**src/sv/prp_pkg.sv**
```systemverilog
// Shared constants, codes and divider handshake types for the PageRank engine.
// No dependencies; imported by every module of the block.
package prp_pkg;

	localparam int MAX_NODES = 4096;
	localparam int NODE_W    = 12;
	localparam int NCNT_W    = 13;
	localparam int EDGE_AW   = 16;
	localparam int ECNT_W    = 17;
	localparam int DEG_W     = 17;
	localparam int RANK_W    = 32;
	localparam int SUM_W     = 48;
	localparam int L1_W      = 34;
	localparam int DIV_W     = 33;
	localparam int DIV_CNT_W = 6;

	localparam logic [1:0] REQ_ADD_EDGE = 2'd0;
	localparam logic [1:0] REQ_RUN      = 2'd1;
	localparam logic [1:0] REQ_READ     = 2'd2;

	localparam logic [1:0] STAT_OK    = 2'd0;
	localparam logic [1:0] STAT_FULL  = 2'd1;
	localparam logic [1:0] STAT_RANGE = 2'd2;

	localparam logic [1:0] CFG_NODE_COUNT = 2'd0;
	localparam logic [1:0] CFG_MAX_ITER   = 2'd1;
	localparam logic [1:0] CFG_DAMPING    = 2'd2;
	localparam logic [1:0] CFG_EPSILON    = 2'd3;

	typedef struct packed {
		logic             start;
		logic [DIV_W-1:0] dividend;
		logic [DEG_W-1:0] divisor;
	} div_req_t;

	typedef struct packed {
		logic             done;
		logic [DIV_W-1:0] quot;
	} div_rsp_t;

endpackage

```
**src/sv/prp_div.sv**
```systemverilog
// Iterative restoring divider, one quotient bit per cycle.
// Depends on prp_pkg for widths and the request/response structs.
module prp_div import prp_pkg::*; (
	input  logic     clk,
	input  logic     arst_n,
	input  div_req_t req,
	output div_rsp_t rsp
);

	logic [DIV_W-1:0]     dq_q;
	logic [DEG_W-1:0]     dsr_q;
	logic [DEG_W-1:0]     rem_q;
	logic [DIV_CNT_W-1:0] cnt_q;
	logic                 busy_q;
	logic                 done_q;
	logic [DEG_W:0]       trial;
	logic                 fits;

	assign trial = {rem_q, dq_q[DIV_W-1]};
	assign fits  = trial >= {1'b0, dsr_q};

	always_ff @(posedge clk or negedge arst_n) begin
		if (!arst_n) begin
			dq_q   <= '0;
			dsr_q  <= '0;
			rem_q  <= '0;
			cnt_q  <= '0;
			busy_q <= 1'b0;
			done_q <= 1'b0;
		end else begin
			done_q <= 1'b0;
			if (req.start) begin
				dq_q   <= req.dividend;
				dsr_q  <= req.divisor;
				rem_q  <= '0;
				cnt_q  <= DIV_CNT_W'(DIV_W - 1);
				busy_q <= 1'b1;
			end else if (busy_q) begin
				// quotient bits shift in from the bottom as dividend bits leave the top
				rem_q <= fits ? DEG_W'(trial - {1'b0, dsr_q}) : trial[DEG_W-1:0];
				dq_q  <= {dq_q[DIV_W-2:0], fits};
				if (cnt_q == '0) begin
					busy_q <= 1'b0;
					done_q <= 1'b1;
				end else begin
					cnt_q <= cnt_q - 1'b1;
				end
			end
		end
	end

	assign rsp.done = done_q;
	assign rsp.quot = dq_q;

endmodule

```
**config.mk**
```make
export PLATFORM = sky130hd
export DESIGN_NAME = prp_div
export DESIGN_NICKNAME = d
export VERILOG_FILES = /design/src/sv/prp_pkg.sv /design/src/sv/prp_div.sv
export SDC_FILE = /design/constraint.sdc
export NUM_CORES = 1
export LEC_CHECK = 0
export ABC_AREA = 1
export CORE_MARGIN = 2
export CORE_UTILIZATION = 31
export CTS_BUF_LIST = sky130_fd_sc_hd__clkbuf_8 sky130_fd_sc_hd__clkbuf_16
export DETAILED_ROUTE_END_ITERATION = 8
export DONT_BUFFER_PORTS = 1
export HOLD_SLACK_MARGIN = 0.02
export PLACE_DENSITY = 0.51
export SYNTH_ARGS = -nofsm -noshare
export SYNTH_HDL_FRONTEND = slang
export SYNTH_SLANG_ARGS = --single-unit
```
**constraint.sdc**
```tcl
create_clock -name clk -period 2.9 [get_ports clk]
set_input_delay 0.58 -clock clk [delete_from_list [all_inputs] [get_ports clk]]
set_output_delay 0.58 -clock clk [all_outputs]
set_load 0.01 [all_outputs]
```
==> impl_metrics.py <==
metrics = {
    "worst_setup_path": {
        "cpPeakStageDelay_ns": 0.41,
        "rrSetupSlack_ns": 0.66,
        "cp_common_cell": "nand2_1",
        "path_class": "reg2reg",
        "cp.arrival_ns": 2.51,
        "crit_path_start_kind": "register",
        "slowest_stage": "fa_1",
        "path_cells": "inv_1, ha_1, fa_1, inv_1, nand3_1, nand3_2, nand2_4, nand2_8, nand2_1, nand2_1, nand2_1, nand2_1",
        "required_ns": 3.18,
        "path_max_fanout": 18,
        "endpoint_kind": "register",
        "crit_family": "simple AND/OR/NAND/NOR gates",
        "path_buf_inv": 2,
    },
    "synth": {
        "synth_warnings": 0,
        "synth_top_area_share_pct": 41.9,
        "synth_edf_count": 0,
        "synth_top_area_cell": "dfrtp_1",
        "syn_inst": 592,
        "synthesis.nets": 665,
        "synth_common_cells": "nand2_1 (201), inv_1 (108), dfrtp_1 (75), nand3_1 (33), o221ai_1 (29)",
        "synth-async-reset-ratio_pct": 100,
        "synth_seq_cells": 75,
        "synth.distinct_cells": 35,
        "synth_seq_area_share_pct": 41.9,
        "yosys.cell_count.top_type": "nand2_1",
        "avgSynthCellArea_um2": 7.56,
        "synthFlopType": "dfrtp_1",
        "yosys-top-cells-area": "dfrtp_1 (42%), nand2_1 (17%), inv_1 (9.1%), o221ai_1 (5.7%), ha_1 (5.3%)",
        "synth_area_um2": 4470,
    },
    "global_routing": {
        "grt_pass1_vias": 3817,
        "antenna_found_initial": 0,
        "grt_pass1_wl_mm": 18.6,
        "overflow": 0,
        "track_usage_pct": 15.3,
        "grt_max_degree": 76,
    },
    "placement": {
        "place_ws_ns": 0.713,
        "placed_cell_area_um2": 4620,
        "dpl.cell_count": 755,
        "dpl.hpwl_mm": 7.93,
        "place_congestion": 0.872,
        "port_buffers": 0,
    },
    "cells_and_area": {
        "layout-drive-gt1-share_pct": 6.93,
        "nets": 660,
        "fillCellCount": 1517,
        "instances_no_fill": 772,
        "finalInstanceArea_um2": 4930,
        "diodes": 0,
        "area.growth.synth_to_final_pct": 10.2,
    },
    "power_and_ir_drop": {
        "irDropWorstVdd_mv": 0.376,
        "p_per_area_nw_per_um2": 898,
        "power.leakage_nw": 2.65,
    },
    "routing": {
        "drt-total-wl_mm": 10.9,
        "drt-initial-drc-count": 146,
        "vias_per_cell": 4.84,
        "drtPass1Iterations": 4,
        "via_count": 3736,
        "wl_per_cell_um": 14.2,
        "postRouteAntennaNets": 0,
        "drc": 0,
    },
    "clocking": {
        "clk_path_buf_depth": 2,
        "insertion_delay_ns": 0.34,
        "tritoncts": "done",
        "htreeDepth": 3,
        "clock-root-buffer": "clkbuf_16",
        "cts_buffers": 9,
        "clk_pin_slew_worst_paths_ns": 0.06,
        "cts_sinks": 75,
    },
    "timing": {
        "timing.clock.skew_ns": 0.00605,
        "period_share_pct": 77.1,
        "drv_slew": 0,
        "setup_viol": 0,
        "rsz0062_at_grt": "no",
        "fin_ws_ns": 0.664,
        "slew_headroom_pct": 37.2,
        "fin_crit_ns": 2.24,
        "setup_tns_ns": 0,
        "hold_violations": 0,
        "max_freq_ghz": 0.447,
        "worstMarginPinSlew_ns": 0.941,
    },
    "die": {
        "die_w_um": 124,
        "ios": 87,
        "row_count": 43,
        "die-area_um2": 15400,
        "die_y_um": 124,
        "start_util_pct": 32.0,
        "core_um2": 14000,
    },
    "min_path": {
        "hp-class": "in2async",
    },
    "run": {
        "cap_violations": 0,
    },
    "status": {
        "status": "complete, no violations",
    },
}
==> cell usage in the layout (no fill, tap or decap) <==
cell and n:
clkbuf_8 1, o21a_1 1, a21oi_2 1, nor2_2 4, inv_1 109, clkinvlp_4 3, o22ai_1 1, clkinv_2 1
a22oi_1 2, nand2_8 1, nand3_2 8, nand2_2 4, nand2_4 1, nor2_4 1, clkbuf_16 9, buf_4 4
ha_1 19, o221ai_1 29, inv_6 1, nor3_1 3, o21ai_1 2, a21oi_1 12, clkinv_1 1, buf_16 1
nor2_1 20, nand4_1 2, nand3_1 33, nor3_4 1, fa_1 1, or2_1 1, dfrtp_1 75, xor2_1 4
o21ai_0 22, nand2_1 201, o211ai_1 2, nand3b_1 8, xnor2_1 3
==> cell type report <==
class	instances	area, um^2	share of cell area [%]
Inverter	109	409	8.30
Tap cell	180	225	4.57
Sequential cell	75	1880	38.1
Timing Repair Buffer	5	57.6	1.17
Multi-Input combinational cell	387	2080	42.2
Clock inverter	6	40.0	0.812
Clock buffer	10	239	4.85
==> worst paths after layout <==
check	from	end	depth (start not counted)
setup / recovery	dq_q[32]	rem_q[9]	12
hold / removal	arst_n	dq_q[29]	1
setup reg to reg	dq_q[32]	rem_q[9]	12
hold reg to reg	dsr_q[0]	dsr_q[0]	2
max in group asynchronous	arst_n	rem_q[4]	1
min in group clk	req[50]	dsr_q[9]	1
==> per-layer routing <==
metal | vias to the layer above | part of all wire (%) | GRT usage [%]
li1 | 1882 | - | -
met1 | 1759 | 47 | 20.5
met2 | 84 | 45 | 24.2
met3 | 11 | 6.0 | 4.58
met4 | 0 | 1.2 | 4.07
met5 | - | 0 | 0
==> power by group <==
group / internal [W] / switching [W]
Clock: 0.000601 / 0.000445
Combinational: 0.000674 / 0.00121
Sequential: 0.00128 / 0.000214
Total: 0.00255 / 0.00187
==> worst register-to-register path: stages (launching register included) <==
cell     delay (ns)
dfrtp_1        0.39
inv_1          0.10
ha_1           0.24
fa_1           0.41
inv_1          0.12
nand3_1        0.13
nand3_2        0.13
nand2_4        0.16
nand2_8        0.22
nand2_1        0.11
nand2_1        0.07
nand2_1        0.04
nand2_1        0.05
==> through the flow <==
| step | total power, W | utilization, % | hold WS (ns) |
|---|---|---|---|
| finish | 0.00443 | 35.3 | 0.136 |
| global route | 0.00484 | 35.3 | 0.159 |
| CTS | 0.00447 | 35.3 | 0.147 |
| detailed placement | 0.00337 | 33.1 | 0.286 |
| global placement | 0.00335 | 33.1 | 0.287 |
| floorplan | 0.00299 | - | 0.284 |
==> registers in the layout, summed over array words and instances (netlist names) <==
register	cells
dq_q	33
cnt_q	6
done_q	1
busy_q	1
dsr_q	17
rem_q	17
==> cell families (layout without fill, tap and decap cells) <==
logic type | count (synthesis) | count (layout) | share of synthesized area [%]
AOI/OAI and AO/OA | 72 | 72 | 10.9
xor gates and xnor gates | 7 | 7 | 1.37
adders and majority gates | 20 | 20 | 5.76
buffers and inverters | 130 | 130 | 11.5
DFF | 75 | 75 | 41.9
and+or+nand+nor | 288 | 288 | 28.6
==> repair_timing <==
action | CTS | global route
hold endpoints to repair | 75 | 0
hold buffers | 1 | 0
gates resized for setup | 0 | 0
setup buffers | 0 | 0
(Power assumes the default switching activity.)
